### src/sv/heightfield_wave_step_assert.svh
// Assertion macros shared by the height-field wave step RTL.
// Depends on nothing; users supply clk_i and rst_ni in the including scope.
`ifndef HEIGHTFIELD_WAVE_STEP_ASSERT_SVH
`define HEIGHTFIELD_WAVE_STEP_ASSERT_SVH
`ifndef SYNTHESIS
`define HWS_ASSERT(lbl, prop) \
  lbl: assert property (@(posedge clk_i) disable iff (!rst_ni) prop) \
    else $error("heightfield_wave_step assertion failed");
`define HWS_ASSERT_ALWAYS(lbl, prop) \
  lbl: assert property (@(posedge clk_i) prop) \
    else $error("heightfield_wave_step assertion failed");
`else
`define HWS_ASSERT(lbl, prop)
`define HWS_ASSERT_ALWAYS(lbl, prop)
`endif
`endif

### src/sv/hws_pkg.sv
// Shared types and constants of the height-field wave step block.
// Depends on nothing; used by hws_ctrl, hws_datapath and the top level.
package hws_pkg;

  localparam int unsigned GRID_SIZE_DEF   = 128;
  localparam int unsigned HEIGHT_BITS_DEF = 16;
  localparam int unsigned COEF_BITS       = 18;
  localparam int unsigned FIELD_BITS      = 16;
  localparam int unsigned POS_BITS        = 7;
  localparam int unsigned KIND_BITS       = 2;
  localparam int unsigned CELL_BITS       = 9;
  localparam int unsigned CFG_IDX_BITS    = 1;
  localparam int unsigned DAMP_BITS       = 15;
  localparam int unsigned DAMP_MAX        = 31130;
  localparam int unsigned DAMP_SCALE      = 311296;
  localparam int unsigned FRAC_SHIFT      = 29;

  localparam logic signed [COEF_BITS-1:0] A_COEF_RST = 18'sd4096;
  localparam logic signed [COEF_BITS-1:0] B_COEF_RST = 18'sd16384;

  typedef enum logic [KIND_BITS-1:0] {
    KIND_DISTURB = 2'd0,
    KIND_STEP    = 2'd1,
    KIND_READ    = 2'd2
  } kind_e;

  typedef enum logic [CFG_IDX_BITS-1:0] {
    REG_A_COEF = 1'b0,
    REG_B_COEF = 1'b1
  } cfg_reg_e;

  typedef struct packed {
    logic [KIND_BITS-1:0]         kind;
    logic [POS_BITS-1:0]          row;
    logic [POS_BITS-1:0]          col;
    logic signed [FIELD_BITS-1:0] amount;
  } item_t;

  typedef struct packed {
    logic signed [FIELD_BITS-1:0] height;
    logic [KIND_BITS-1:0]         done_kind;
  } result_t;

  typedef enum logic [3:0] {
    OP_NONE,
    OP_CLEAR,
    OP_RD_CTR,
    OP_RD_NB,
    OP_MUL,
    OP_SUM,
    OP_DAMP,
    OP_WB,
    OP_FIN
  } op_e;

  typedef struct packed {
    op_e                          op;
    logic                         sel;
    logic                         nb_valid;
    logic [CELL_BITS-1:0]         row;
    logic [CELL_BITS-1:0]         col;
    logic [KIND_BITS-1:0]         kind;
    logic                         in_grid;
    logic signed [FIELD_BITS-1:0] amount;
  } dp_cmd_t;

endpackage

### src/sv/hws_ctrl.sv
// Controller: sequences the clearing pass, the per-cell step sweep and
// item completion. Depends on hws_pkg and the assertion macro header.
`include "heightfield_wave_step_assert.svh"
module hws_ctrl #(
  parameter int unsigned GRID_SIZE = 128
) (
  input  logic             clk_i,
  input  logic             rst_ni,
  input  logic             in_valid_i,
  output logic             in_ready_o,
  input  hws_pkg::item_t   in_data_i,
  output logic             out_valid_o,
  input  logic             out_ready_i,
  output hws_pkg::dp_cmd_t cmd_o
);
  import hws_pkg::*;

  localparam int unsigned RW = $clog2(GRID_SIZE);
  localparam logic [RW-1:0] LAST = RW'(GRID_SIZE - 1);

  typedef enum logic [3:0] {
    ST_CLEAR, ST_IDLE, ST_CTR, ST_UP, ST_DN, ST_LF, ST_RT, ST_WAIT,
    ST_MUL, ST_SUM, ST_DAMP, ST_WB, ST_ITEM, ST_IWAIT, ST_FIN, ST_DONE
  } state_e;

  state_e        state_q;
  logic [RW-1:0] r_q, c_q;
  logic          sel_q;
  logic          out_valid_q;
  item_t         item_q;
  dp_cmd_t       cmd_q;

  logic                 in_grid;
  logic [KIND_BITS-1:0] kind_norm;

  assign in_grid = ({25'd0, item_q.row} < 32'(GRID_SIZE)) &&
                   ({25'd0, item_q.col} < 32'(GRID_SIZE));

  always_comb begin
    priority if (item_q.kind == KIND_STEP) begin
      kind_norm = KIND_STEP;
    end else if (item_q.kind == KIND_DISTURB) begin
      kind_norm = KIND_DISTURB;
    end else begin
      kind_norm = KIND_READ;
    end
  end

  always_ff @(posedge clk_i or negedge rst_ni) begin
    if (!rst_ni) begin
      state_q     <= ST_CLEAR;
      r_q         <= '0;
      c_q         <= '0;
      sel_q       <= 1'b0;
      out_valid_q <= 1'b0;
      item_q      <= '0;
      cmd_q       <= '0;
    end else begin
      cmd_q.op       <= OP_NONE;
      cmd_q.sel      <= sel_q;
      cmd_q.nb_valid <= 1'b0;
      cmd_q.row      <= CELL_BITS'(r_q);
      cmd_q.col      <= CELL_BITS'(c_q);
      if (out_valid_q && out_ready_i) begin
        out_valid_q <= 1'b0;
      end
      unique case (state_q)
        ST_CLEAR: begin
          cmd_q.op <= OP_CLEAR;
          if (c_q == '1) begin
            c_q <= '0;
            if (r_q == '1) begin
              r_q     <= '0;
              state_q <= ST_IDLE;
            end else begin
              r_q <= r_q + 1'b1;
            end
          end else begin
            c_q <= c_q + 1'b1;
          end
        end
        ST_IDLE: begin
          if (in_valid_i) begin
            item_q  <= in_data_i;
            r_q     <= '0;
            c_q     <= '0;
            state_q <= (in_data_i.kind == KIND_STEP) ? ST_CTR : ST_ITEM;
          end
        end
        ST_CTR: begin
          cmd_q.op <= OP_RD_CTR;
          state_q  <= ST_UP;
        end
        ST_UP: begin
          cmd_q.op       <= OP_RD_NB;
          cmd_q.row      <= CELL_BITS'(r_q - 1'b1);
          cmd_q.nb_valid <= (r_q != '0);
          state_q        <= ST_DN;
        end
        ST_DN: begin
          cmd_q.op       <= OP_RD_NB;
          cmd_q.row      <= CELL_BITS'(r_q + 1'b1);
          cmd_q.nb_valid <= (r_q != LAST);
          state_q        <= ST_LF;
        end
        ST_LF: begin
          cmd_q.op       <= OP_RD_NB;
          cmd_q.col      <= CELL_BITS'(c_q - 1'b1);
          cmd_q.nb_valid <= (c_q != '0);
          state_q        <= ST_RT;
        end
        ST_RT: begin
          cmd_q.op       <= OP_RD_NB;
          cmd_q.col      <= CELL_BITS'(c_q + 1'b1);
          cmd_q.nb_valid <= (c_q != LAST);
          state_q        <= ST_WAIT;
        end
        ST_WAIT: state_q <= ST_MUL;
        ST_MUL: begin
          cmd_q.op <= OP_MUL;
          state_q  <= ST_SUM;
        end
        ST_SUM: begin
          cmd_q.op <= OP_SUM;
          state_q  <= ST_DAMP;
        end
        ST_DAMP: begin
          cmd_q.op <= OP_DAMP;
          state_q  <= ST_WB;
        end
        ST_WB: begin
          cmd_q.op <= OP_WB;
          state_q  <= ST_CTR;
          if (c_q == LAST) begin
            c_q <= '0;
            if (r_q == LAST) begin
              r_q     <= '0;
              sel_q   <= ~sel_q;
              state_q <= ST_ITEM;
            end else begin
              r_q <= r_q + 1'b1;
            end
          end else begin
            c_q <= c_q + 1'b1;
          end
        end
        ST_ITEM: begin
          cmd_q.op  <= OP_RD_CTR;
          cmd_q.row <= CELL_BITS'(item_q.row);
          cmd_q.col <= CELL_BITS'(item_q.col);
          state_q   <= ST_IWAIT;
        end
        ST_IWAIT: state_q <= ST_FIN;
        ST_FIN: begin
          if (!out_valid_q || out_ready_i) begin
            cmd_q.op      <= OP_FIN;
            cmd_q.row     <= CELL_BITS'(item_q.row);
            cmd_q.col     <= CELL_BITS'(item_q.col);
            cmd_q.kind    <= kind_norm;
            cmd_q.in_grid <= in_grid;
            cmd_q.amount  <= item_q.amount;
            state_q       <= ST_DONE;
          end
        end
        ST_DONE: begin
          out_valid_q <= 1'b1;
          state_q     <= ST_IDLE;
        end
      endcase
    end
  end

  assign in_ready_o  = (state_q == ST_IDLE);
  assign out_valid_o = out_valid_q;
  assign cmd_o       = cmd_q;

  `HWS_ASSERT(a_accept_leaves_idle, in_valid_i && in_ready_o |=> state_q != ST_IDLE)
  `HWS_ASSERT(a_sel_only_at_sweep_end, state_q != ST_WB |=> $stable(sel_q))
  `HWS_ASSERT(a_done_has_free_slot, state_q == ST_DONE |-> !out_valid_q)
  `HWS_ASSERT(a_done_raises_valid, state_q == ST_DONE |=> out_valid_q)

endmodule

### config.mk
export PLATFORM = sky130hd
export DESIGN_NAME = hws_ctrl
export DESIGN_NICKNAME = d
export VERILOG_FILES = /design/src/sv/hws_pkg.sv /design/src/sv/hws_ctrl.sv
export VERILOG_INCLUDE_DIRS = /design/src /design/src/sv
export SDC_FILE = /design/constraint.sdc
export NUM_CORES = 1
export LEC_CHECK = 0
export BUFFER_PORTS_ARGS = -buffer_cell sky130_fd_sc_hd__buf_2
export CAP_MARGIN = 0
export CELL_PAD_IN_SITES_DETAIL_PLACEMENT = 0
export CELL_PAD_IN_SITES_GLOBAL_PLACEMENT = 1
export CORE_ASPECT_RATIO = 1.2
export CORE_MARGIN = 2
export CORE_UTILIZATION = 30
export DETAILED_ROUTE_END_ITERATION = 8
export PLACE_DENSITY = 0.62
export SYNTH_ARGS = -nofsm -noshare
export SYNTH_HDL_FRONTEND = slang
export SYNTH_SLANG_ARGS = --single-unit
### constraint.sdc
create_clock -name clk_i -period 3.6 [get_ports clk_i]
set_clock_uncertainty 0.1 [all_clocks]
set_input_delay 0.18 -clock clk_i [delete_from_list [all_inputs] [get_ports clk_i]]
set_output_delay 0.18 -clock clk_i [all_outputs]
set_load 0.05 [all_outputs]
==> impl_metrics.py, run 1 <==
metrics = {
    "run_status": {
        "status": "complete, no violations",
    },
    "global_routing": {
        "grt_pass1_vias": 3619,
        "antenna_found_initial": 0,
        "grt_pass1_wl_mm": 18.89,
        "grt_overflow": 0,
        "grt_usage_pct": 14.40,
        "grt_start_max_net_pins": 69,
    },
    "power_and_ir_drop": {
        "irDropWorstVdd_mv": 0.1863,
        "cellPowerDensity_nw_per_um2": 368.0,
        "p_leak_nw": 2.894,
    },
    "clocking": {
        "clkTransAtPathRegs_ns": 0.07,
        "htreeDepth": 3,
        "clk_latency_ns": 0.34,
        "cts_resized": 0,
        "cts_made_buffers": 9,
        "post-cts-setup-buffers": 0,
        "cts_root_buf": "clkbuf_16",
        "clockBufferDepth": 2,
        "cts_tree": "built",
        "cts_sinks": 95,
    },
    "sta": {
        "slew_viol_final": 0,
        "finalSetupTns_ns": 0,
        "setup_ws_ns": 1.230,
        "rsz0062_at_grt": "false",
        "timing.final.crit_share_pct": 65.83,
        "relSlewSlack_pct": 41.16,
        "hold_viol": 0,
        "max_freq_ghz": 0.4220,
        "setup_viol": 0,
        "worstMarginPinSlew_ns": 0.8826,
        "min_period_ns": 2.370,
    },
    "detailed_routing": {
        "wl_mm": 11.64,
        "drt_iter0_drc": 122,
        "vias": 3493,
        "vias_per_cell": 4.872,
        "drt-wirelength-per-cell_um": 16.24,
        "drc_errors": 0,
        "postRouteAntennaNets": 0,
        "first_pass_iters": 4,
    },
    "run": {
        "max_cap_violations": 0,
    },
    "hold_path": {
        "worstHoldPathType": "in -> reg",
    },
    "yosys": {
        "ys_types": 60,
        "syn-num-nets": 448,
        "synth.yosys.seq_area_share_pct": 50.98,
        "synth.avg_cell_area_um2": 11.49,
        "netlist_instances": 406,
        "netlist_area_um2": 4663,
        "ys_warn_count": 0,
        "synth-seq-cells": 95,
    },
    "critical_path": {
        "crit_fanout": 33,
        "r2r_slack_ns": 1.23,
        "worstPathRequired_ns": 3.73,
        "critical_path_class": "reg -> reg",
        "cp.arrival_ns": 2.50,
        "endpoint_kind": "flop",
        "worstSetupStartpointType": "flop",
    },
    "floorplanning": {
        "die_area_um2": 16560,
        "die_w_um": 117.8,
        "rows": 49,
        "core_um2": 15080,
        "initial_core_util_pct": 30.92,
        "io_pins": 81,
        "fp.dieH_um": 140.6,
    },
    "layout": {
        "fin_util_pct": 38.55,
        "drive_above_1_share_pct": 31.38,
        "final_common_cell": "dfrtp_1",
        "n_antenna_cell": 0,
        "nFillCells": 1536,
        "final_cell_mix": "dfrtp_1 (95), buf_2 (79), dlygate4sd3_1 (33), nand2_1 (30), mux2_4 (29)",
        "synthToLayoutAreaGrowth_pct": 24.68,
        "final_cells": 717,
        "fin_nets": 550,
    },
    "placement": {
        "io_buffer_count": 80,
        "pre_cts_ws_ns": 1.233,
        "dp.cells": 668,
        "place_hpwl_mm": 8.149,
        "gp_congestion": 0.8492,
    },
}
==> what timing repair did <==
item / in CTS / in global routing
endpoints found under the hold margin: 99 / 0
setup endpoints to repair: 0 / 0
hold buffers: 33 / 0
==> area by class of cell <==
cell class                 count  area, um^2  area share, %
clock inverter                 6       75.07          1.291
sequential                    95        2377          40.89
clock buffer                  10       239.0          4.110
inverter                      10       37.54         0.6456
tap                          204       255.2          4.390
timing repair buffer         116       755.7          13.00
multi-input combinational    276        2074          35.68
==> kinds of logic after synthesis <==
logic type | count (synthesis) | synth area share (%)
AND/OR/NAND/NOR | 118 | 13.44
AO/OA/AOI/OAI | 98 | 14.27
flip-flops | 95 | 50.98
multiplexers | 50 | 14.41
buffers and inverters | 35 | 4.534
adder cells (fa/ha/maj) | 6 | 1.610
XOR/XNOR | 4 | 0.7514
==> Yosys cell counts, drive strengths merged <==
cell type / instances / share of area (%)
a211oi: 1 / 0.27
a21o: 7 / 1.1
a21oi: 17 / 1.9
a221o: 4 / 0.86
a221oi: 2 / 0.38
a22o: 4 / 0.75
a22oi: 5 / 0.81
a31oi: 3 / 0.54
a32o: 1 / 0.21
a32oi: 2 / 0.38
and2: 6 / 0.81
and2b: 1 / 0.16
and3: 8 / 1.1
and4: 1 / 0.19
and4bb: 1 / 0.27
buf: 20 / 3.3
clkbuf: 5 / 0.40
dfrtp: 95 / 51
ha: 6 / 1.6
inv: 10 / 0.81
mux2: 50 / 14
nand2: 31 / 2.7
nand2b: 10 / 1.3
nand3: 11 / 1.2
nand3b: 2 / 0.32
nand4: 2 / 0.27
nor2: 19 / 1.6
nor2b: 4 / 0.75
nor3: 15 / 1.7
nor3b: 1 / 0.16
nor4: 3 / 0.40
o2111ai: 1 / 0.19
o211ai: 6 / 0.97
o21ai: 26 / 2.8
o221ai: 2 / 0.38
o22a: 1 / 0.19
o22ai: 7 / 0.94
o2bb2ai: 3 / 0.56
o311ai: 2 / 0.38
o31ai: 3 / 0.48
o32ai: 1 / 0.19
or2: 1 / 0.13
or3: 2 / 0.38
xnor2: 2 / 0.38
xor2: 2 / 0.38
==> per-stage QoR <==
step                      cell area (um^2)  hold slack [ns]  power, mW
final                                 5814          0.09373      2.140
after global routing                  5814           0.1295      2.222
after CTS                             5814          0.07949      2.174
after detailed placement              5170           0.2677      1.135
after global placement                5170           0.2573      1.134
after floorplan                       4663          -0.2156      1.090
==> metal layers <==
layer  global-route usage, %  vias to the layer above  part of all wire, %
met4                   5.897                        0                  2.4
met2                   24.72                       73                   51
met3                   3.155                       19                  2.9
met1                   17.57                     1721                   44
met5                       0                        -                    0
li1                        -                     1680                    -
==> worst max-delay path, stage by stage, from the launching register on <==
cell and delay, ns:
dfrtp_1 0.74, nor2b_4 0.32, and2_1 0.26, nand2_4 0.36
mux2_4 0.43
==> registers in the layout (all words and copies together), names as in the netlist <==
signal	flops
c_q	7
cmd_o	43
item_q	32
out_valid_o	1
r_q	7
sel_q	1
state_q	4
==> final timing paths <==
path / endpoint / depth (start not counted) / start
worst max-delay path: item_q[24] / 4 / state_q[0]
worst min-delay path: out_valid_o / 3 / out_ready_i
worst max register to register: item_q[24] / 4 / state_q[0]
worst min register to register: cmd_o[38] / 0 / sel_q
max in group asynchronous: item_q[12] / 3 / rst_ni
min in group asynchronous: cmd_o[33] / 2 / rst_ni
==> power breakdown <==
group | switching, mW | total [mW] | internal (mW) | leakage (nW)
registers | 0.0000000000000000292 | 1.07 | 1.07 | 1.28
clock network | 0.431 | 1.00 | 0.569 | 0.152
logic | 0.0341 | 0.0732 | 0.0391 | 1.47
total | 0.465 | 2.14 | 1.67 | 2.89
No activity file was read; power rests on OpenSTA's default activity.
==> run 2: changes to the inputs <==
--- a/config.mk
+++ b/config.mk
@@ -6,6 +6,7 @@
 export SDC_FILE = /design/constraint.sdc
 export NUM_CORES = 1
 export LEC_CHECK = 0
+export ABC_AREA = 1
 export BUFFER_PORTS_ARGS = -buffer_cell sky130_fd_sc_hd__buf_2
 export CAP_MARGIN = 0
 export CELL_PAD_IN_SITES_DETAIL_PLACEMENT = 0
@@ -14,7 +15,7 @@
 export CORE_MARGIN = 2
 export CORE_UTILIZATION = 30
 export DETAILED_ROUTE_END_ITERATION = 8
-export PLACE_DENSITY = 0.62
+export PLACE_DENSITY = 0.66
 export SYNTH_ARGS = -nofsm -noshare
 export SYNTH_HDL_FRONTEND = slang
 export SYNTH_SLANG_ARGS = --single-unit
==> constraint.sdc (replaced) <==
create_clock -name clk_i -period 2.3 [get_ports clk_i]
set_clock_uncertainty 0.1 [all_clocks]
set_input_delay 0.115 -clock clk_i [delete_from_list [all_inputs] [get_ports clk_i]]
set_output_delay 0.115 -clock clk_i [all_outputs]
set_load 0.05 [all_outputs]
==> run 2 against run 1 <==
  * Synthesized area is 1.9% lower
  * Worst hold slack better by 0.027 ns
  * Clock power up 52%
  * Fmax up 23%
  * Synthesized cell count increased by 46%
  * Largest power group is now combinational logic
==> impl_metrics.py, run 2 <==
metrics = {
    "critical_path": {
        "cp.arrival_ns": 2.04,
        "crit_fanout": 40,
        "reg2reg_depth": 5,
        "worstPathRequired_ns": 2.41,
        "r2r_slack_ns": 0.37,
        "rr_startpoint": "state_q[3]",
        "cp-startpoint": "state_q[3]",
        "max_stage_delay_ns": 0.44,
        "slowest_stage": "dfrtp_1",
        "worstSetupStartpointType": "flop",
        "critical_path_class": "reg -> reg",
        "path_cells": "nor2_1 > nand2_1 > nor2_4 > buf_4 > o21ai_0",
        "r2r-end": "item_q[2]",
        "worstSetupEndpoint": "item_q[2]",
        "endpoint_kind": "flop",
    },
    "layout": {
        "fin_util_pct": 39.14,
        "largest_register_ffs": 43,
        "nFillCells": 1614,
        "n_antenna_cell": 0,
        "final_cell_mix": "nand2_1 (218), dfrtp_1 (95), buf_2 (79), inv_1 (62), o21ai_0 (54)",
        "fin_nets": 747,
        "final_cells": 913,
        "drive_above_1_share_pct": 16.08,
        "final_common_cell": "nand2_1",
        "synthToLayoutAreaGrowth_pct": 27.94,
    },
    "floorplanning": {
        "initial_core_util_pct": 30.60,
        "rows": 49,
        "core_um2": 14960,
        "die_area_um2": 16260,
        "fp.dieH_um": 139.3,
        "io_pins": 81,
        "die_w_um": 116.8,
    },
    "clocking": {
        "htreeDepth": 3,
        "cts_tree": "built",
        "clockBufferDepth": 2,
        "clkTransAtPathRegs_ns": 0.07,
        "clk_latency_ns": 0.35,
        "post-cts-setup-buffers": 0,
        "cts_made_buffers": 9,
        "cts_root_buf": "clkbuf_16",
        "cts_sinks": 95,
    },
    "power_and_ir_drop": {
        "seqPwrFrac_pct": 36.1,
        "swShare_pct": 44.64,
        "intPower_mw": 3.972,
        "irDropWorstVdd_mv": 0.5474,
        "clockPowerShare_pct": 21.1,
        "cellPowerDensity_nw_per_um2": 1225,
        "comb_power_share_pct": 42.7,
        "p_switching_mw": 3.203,
        "p_leak_nw": 3.097,
    },
    "yosys": {
        "synthMuxAreaShare_pct": 0,
        "synthAdderAreaFrac_pct": 1.640,
        "synth_edf_count": 0,
        "yosys.area_share.simple_pct": 29.22,
        "netlist_area_um2": 4577,
        "syn-num-nets": 634,
        "synth-seq-cells": 95,
        "synth_top_family_by_area": "simple AND/OR/NAND/NOR gates",
        "synth_compound_area_share_pct": 8.994,
        "ys_types": 29,
        "netlist_instances": 592,
        "async_flop_share_pct": 100.0,
        "yosysMostFrequentCell": "nand2_1",
        "synthTopCellsByCount": "nand2_1 (218), dfrtp_1 (95), inv_1 (62)",
        "yosysTopAreaCellShare_pct": 51.94,
        "synthTopCellsByArea": "dfrtp_1 (52%), nand2_1 (18%), o21ai_0 (5.9%)",
        "synth_flop_cell": "dfrtp_1",
        "synth.avg_cell_area_um2": 7.731,
        "synth_top_area_cell": "dfrtp_1",
        "synthXorXnorAreaFrac_pct": 1.148,
        "ys_warn_count": 0,
        "synth.yosys.seq_area_share_pct": 51.94,
    },
    "global_routing": {
        "grt_usage_pct": 16.40,
        "grt_pass1_vias": 4164,
        "grt_pass1_wl_mm": 20.66,
        "grt_overflow": 0,
        "antenna_found_initial": 0,
        "grt_start_max_net_pins": 68,
    },
    "detailed_routing": {
        "highest_layer": "met4",
        "met2_length_mm": 5.948,
        "vias_per_cell": 4.618,
        "first_pass_iters": 5,
        "wl_met1_mm": 6.055,
        "wl_mm": 12.85,
        "met3_length_um": 545,
        "drt_iter0_drc": 294,
        "drt-wirelength-per-cell_um": 14.07,
        "vias": 4216,
        "postRouteAntennaNets": 0,
        "drc_errors": 0,
    },
    "sta": {
        "rsz0062_at_grt": "false",
        "relSlewSlack_pct": 66.57,
        "finalSetupTns_ns": 0,
        "setup_viol": 0,
        "min_period_ns": 1.926,
        "worstMarginPinSlew_ns": 0.4996,
        "whs_ns": 0.1211,
        "slew_viol_final": 0,
        "max_freq_ghz": 0.5193,
        "hold_viol": 0,
        "timing.final.crit_share_pct": 83.72,
    },
    "placement": {
        "gp_congestion": 0.8838,
        "dp.cells": 865,
        "io_buffer_count": 80,
        "place_hpwl_mm": 9.155,
    },
    "run_status": {
        "status": "complete, no violations",
    },
    "hold_path": {
        "worstHoldPathType": "in -> reg",
    },
    "run": {
        "max_cap_violations": 0,
    },
}
[run 2: cell types whose count changed after synthesis, moves of 12 or more]
cell / previous run / this run
nand2_1: 30 / 218
inv_1: 8 / 62
nand3_1: 11 / 42
o21ai_0: 24 / 54
mux2_4: 29 / 0
nor2_1: 17 / 41
mux2_2: 19 / 0
nor3_1: 14 / 2
[run 2: final cells by class]
cell class | count | area (um^2) | share of cell area, %
Sequential cell | 95 | 2377 | 40.60
Multi-Input combinational cell | 414 | 1882 | 32.14
Timing Repair Buffer | 120 | 798.3 | 13.63
Clock buffer | 12 | 256.5 | 4.380
Tap cell | 204 | 255.2 | 4.359
Inverter | 65 | 244.0 | 4.167
Clock inverter | 3 | 42.54 | 0.7265
[run 2: kinds of logic (layout without fill, tap and decap cells)]
| family | after synthesis | in the layout |
|---|---|---|
| and+or+nand+nor | 325 | 325 |
| xor gates and xnor gates | 6 | 6 |
| AOI/OAI and AO/OA | 77 | 77 |
| buffers and inverters | 83 | 200 |
| adders and majority gates | 6 | 6 |
| DFF | 95 | 95 |
[run 2: stage by stage]
stage                     setup WS [ns]  cell area, um^2  power, mW
final                            0.3744             5856      7.176
after global routing             0.1658             5856      7.741
after CTS                        0.3719             5856      7.247
after detailed placement         0.3894             5226      5.648
after global placement           0.4270             5226      5.621
after floorplan                  0.4314             4577      4.795
[run 2: power groups by stage]
stage / Combinational [mW] / Sequential (mW) / Clock [mW]
2_1_floorplan: 1.50 / 3.29 / 0
3_3_place_gp: 3.01 / 2.61 / 0
3_5_place_dp: 3.04 / 2.61 / 0
4_1_cts: 3.09 / 2.59 / 1.57
5_1_grt: 3.44 / 2.67 / 1.63
6_report: 3.07 / 2.59 / 1.52
[run 2: timing repair]
action                                  CTS  global route
endpoints found under the setup margin    0             0
hold buffers                             33             0
endpoints found under the hold margin    60             0
resized for setup                         0             0
[run 2: critical path, delay by kind of cell (launching register included)]
| kind | cells | cell delay (ns) |
|---|---|---|
| and+or+nand+nor | 3 | 0.68 |
| buffers and inverters | 1 | 0.41 |
| AOI/OAI and AO/OA | 1 | 0.15 |
| DFF | 1 | 0.44 |
[run 2: how the worst min path moves through the flow]
stage | from | to | slack [ns] | cells after the start
floorplan | rst_ni | c_q[0] | -0.28 | 0
global placement | rst_ni | cmd_o[7] | -0.02 | 1
finish | in_valid_i | state_q[0] | 0.12 | 6
detailed placement | rst_ni | cmd_o[8] | -0.03 | 1
CTS | in_valid_i | state_q[0] | 0.12 | 6
global route | rst_ni | cmd_o[7] | 0.18 | 2
[run 2: metal layers]
layer / vias to the layer above / GRT usage, %
met4: 0 / 6.811
met3: 19 / 2.657
met1: 1984 / 21.66
met5: - / 0
li1: 2094 / -
met2: 119 / 26.50
==> run 3: changes to the inputs <==
--- a/config.mk
+++ b/config.mk
@@ -6,7 +6,7 @@
 export SDC_FILE = /design/constraint.sdc
 export NUM_CORES = 1
 export LEC_CHECK = 0
-export ABC_AREA = 1
+export ABC_AREA = 0
 export BUFFER_PORTS_ARGS = -buffer_cell sky130_fd_sc_hd__buf_2
 export CAP_MARGIN = 0
 export CELL_PAD_IN_SITES_DETAIL_PLACEMENT = 0
@@ -15,7 +15,7 @@
 export CORE_MARGIN = 2
 export CORE_UTILIZATION = 30
 export DETAILED_ROUTE_END_ITERATION = 8
-export PLACE_DENSITY = 0.66
+export PLACE_DENSITY = 0.62
 export SYNTH_ARGS = -nofsm -noshare
 export SYNTH_HDL_FRONTEND = slang
 export SYNTH_SLANG_ARGS = --single-unit
==> constraint.sdc (replaced) <==
create_clock -name clk_i -period 1.95 [get_ports clk_i]
set_clock_uncertainty 0.1 [all_clocks]
set_input_delay 0.0975 -clock clk_i [delete_from_list [all_inputs] [get_ports clk_i]]
set_output_delay 0.0975 -clock clk_i [all_outputs]
set_load 0.05 [all_outputs]
==> run 3 against run 2 <==
  * First-iteration DRC count is 47% lower
  * Global-route usage is 0.74 points lower
  * Critical endpoint is now cmd_o[32]
  * Die area is 1.8% higher
  * Register-to-register slack worse by 0.30 ns
  * Largest cell class unchanged
  * Highest routed layer unchanged
  * Flip-flop and latch count stayed put
  * Routed wire length is 2.3% lower
  * Sequential share of layout area is 2.5 points lower
==> impl_metrics.py, run 3 (synthesized netlist as in run 1, its figures left out) <==
metrics = {
    "run_status": {
        "status": "complete, no violations",
    },
    "floorplanning": {
        "core_um2": 15080,
        "fp.dieH_um": 140.6,
        "initial_core_util_pct": 30.92,
        "die_area_um2": 16560,
        "rows": 49,
        "io_pins": 81,
        "die_w_um": 117.8,
    },
    "placement": {
        "place_hpwl_mm": 9.258,
        "io_buffer_count": 80,
        "gp_congestion": 0.8976,
    },
    "sta": {
        "min_period_ns": 1.880,
        "hold_viol": 0,
        "whs_ns": 0.1435,
        "slew_viol_final": 0,
        "worstMarginPinSlew_ns": 0.5532,
        "rsz0062_at_grt": "true",
        "relSlewSlack_pct": 63.12,
        "max_freq_ghz": 0.5319,
        "setup_viol": 0,
        "timing.final.crit_share_pct": 96.41,
    },
    "detailed_routing": {
        "vias_per_cell": 4.859,
        "wl_mm": 12.55,
        "drt_iter0_drc": 155,
        "drt-wirelength-per-cell_um": 16.38,
        "postRouteAntennaNets": 0,
        "first_pass_iters": 4,
        "drc_errors": 0,
        "vias": 3722,
    },
    "global_routing": {
        "antenna_found_initial": 0,
        "grt_pass1_vias": 3903,
        "grt_pass1_wl_mm": 20.68,
        "grt_overflow": 0,
        "grt_start_max_net_pins": 41,
        "grt_usage_pct": 15.66,
    },
    "power_and_ir_drop": {
        "seqPwrFrac_pct": 50.5,
        "cellPowerDensity_nw_per_um2": 623.7,
        "intPower_mw": 3.078,
        "irDropWorstVdd_mv": 0.4089,
        "p_switching_mw": 0.8212,
        "finalPower_mw": 3.899,
        "p_leak_nw": 3.145,
        "comb_power_share_pct": 3.7,
        "clockPowerShare_pct": 45.8,
        "swShare_pct": 21.06,
    },
    "clocking": {
        "cts_sinks": 95,
        "cts_made_buffers": 9,
        "cts_root_buf": "clkbuf_16",
        "cts_tree": "built",
        "clk_latency_ns": 0.34,
        "clkTransAtPathRegs_ns": 0.06,
        "post-cts-setup-buffers": 0,
        "htreeDepth": 3,
        "clockBufferDepth": 2,
    },
    "layout": {
        "nFillCells": 1503,
        "largest_register_ffs": 43,
        "n_antenna_cell": 0,
        "drive_above_1_share_pct": 38.61,
        "fin_nets": 600,
        "final_cell_mix": "dfrtp_1 (91), buf_2 (78), buf_4 (49), dlygate4sd3_1 (34), nand2_1 (30)",
        "final_common_cell": "dfrtp_1",
        "synthToLayoutAreaGrowth_pct": 34.08,
    },
    "critical_path": {
        "slowest_stage": "dfrtp_2",
        "crit_fanout": 6,
        "path_cells": "inv_1 > ha_1 > nor2b_2 > nand2b_1 > a221o_1 > a221o_1",
        "worstSetupStartpointType": "flop",
        "max_stage_delay_ns": 0.44,
        "cp.arrival_ns": 2.01,
        "endpoint_kind": "flop",
        "worstPathRequired_ns": 2.08,
        "crit_path_frequent_cell": "a221o_1",
        "critical_path_class": "reg -> reg",
        "r2r_slack_ns": 0.07,
    },
    "run": {
        "max_cap_violations": 0,
    },
    "hold_path": {
        "worstHoldPathType": "in -> reg",
    },
}
[run 3: changes by cell type in the layout (fill, tap and decap cells not counted), moves of 19 or more]
cell,change
mux2_2,+19
nor2_1,-24
mux2_4,+29
nand2_1,-188
o21ai_0,-30
inv_1,-54
nand3_1,-31
buf_4,+42
[run 3: metal layers]
layer / wire length (um) / GRT usage, % / up-vias
met5: 0 / 0 / -
met2: 6476 / 27.72 / 66
li1: - / - / 1781
met1: 5487 / 19.06 / 1860
met3: 335 / 2.751 / 15
met4: 247 / 5.834 / 0
[run 3: power by group through the flow]
| stage | logic, mW | clock network, mW | registers [mW] |
|---|---|---|---|
| after floorplan | 0.00425 | 0 | 2.01 |
| after global routing | 0.161 | 1.92 | 1.97 |
| after global placement | 0.0917 | 0 | 2.01 |
| final | 0.143 | 1.79 | 1.97 |
| after detailed placement | 0.0945 | 0 | 2.01 |
| after CTS | 0.150 | 1.83 | 1.97 |
[run 3: final timing paths]
path                                    to  depth (start not counted)       start
worst max-delay path             cmd_o[32]                          6      r_q[0]
worst min-delay path            item_q[31]                          3  in_valid_i
worst max register to register   cmd_o[32]                          6      r_q[0]
worst min register to register   cmd_o[38]                          0       sel_q
max in group asynchronous        item_q[4]                          3      rst_ni
min in group asynchronous        cmd_o[35]                          2      rst_ni
[run 3: what timing repair did]
| action | 4_1_cts | 5_1_grt |
|---|---|---|
| hold endpoints to repair | 70 | 0 |
| gates resized for setup | 0 | 10 |
| hold buffers | 34 | 0 |
| setup endpoints to repair | 0 | 31 |
[run 3: stage by stage]
step                      std cells   TNS (ns)  area [um^2]  setup slack [ns]  util, %
after detailed placement        717          0         5588           0.05659    37.05
final                           766          0         6252           0.07007    41.46
after global routing            766  -0.002018         6252         -0.001113    41.46
after floorplan                 406          0         4663           0.07208        -
after CTS                       766          0         6227          0.007299    41.29
after global placement          717          0         5588           0.06551    37.05
[run 3: area by class of cell]
type,count,area [um^2],share of cell area [%]
repair buffers,166,1186,18.97
well taps,204,255.2,4.082
inverters,10,37.54,0.6004
multi-input cells,276,2092,33.46
clock buffers,11,242.7,3.882
clock inverters,4,56.30,0.9005
flip-flops and latches,95,2382,38.10
[run 3: worst max-delay path: cells and delay by family, from the launching register on]
| kind | cells | cell delay (ns) |
|---|---|---|
| buf+inv | 1 | 0.13 |
| flops | 1 | 0.44 |
| fa+ha+maj | 1 | 0.18 |
| compound gates | 2 | 0.66 |
| simple gates | 2 | 0.25 |
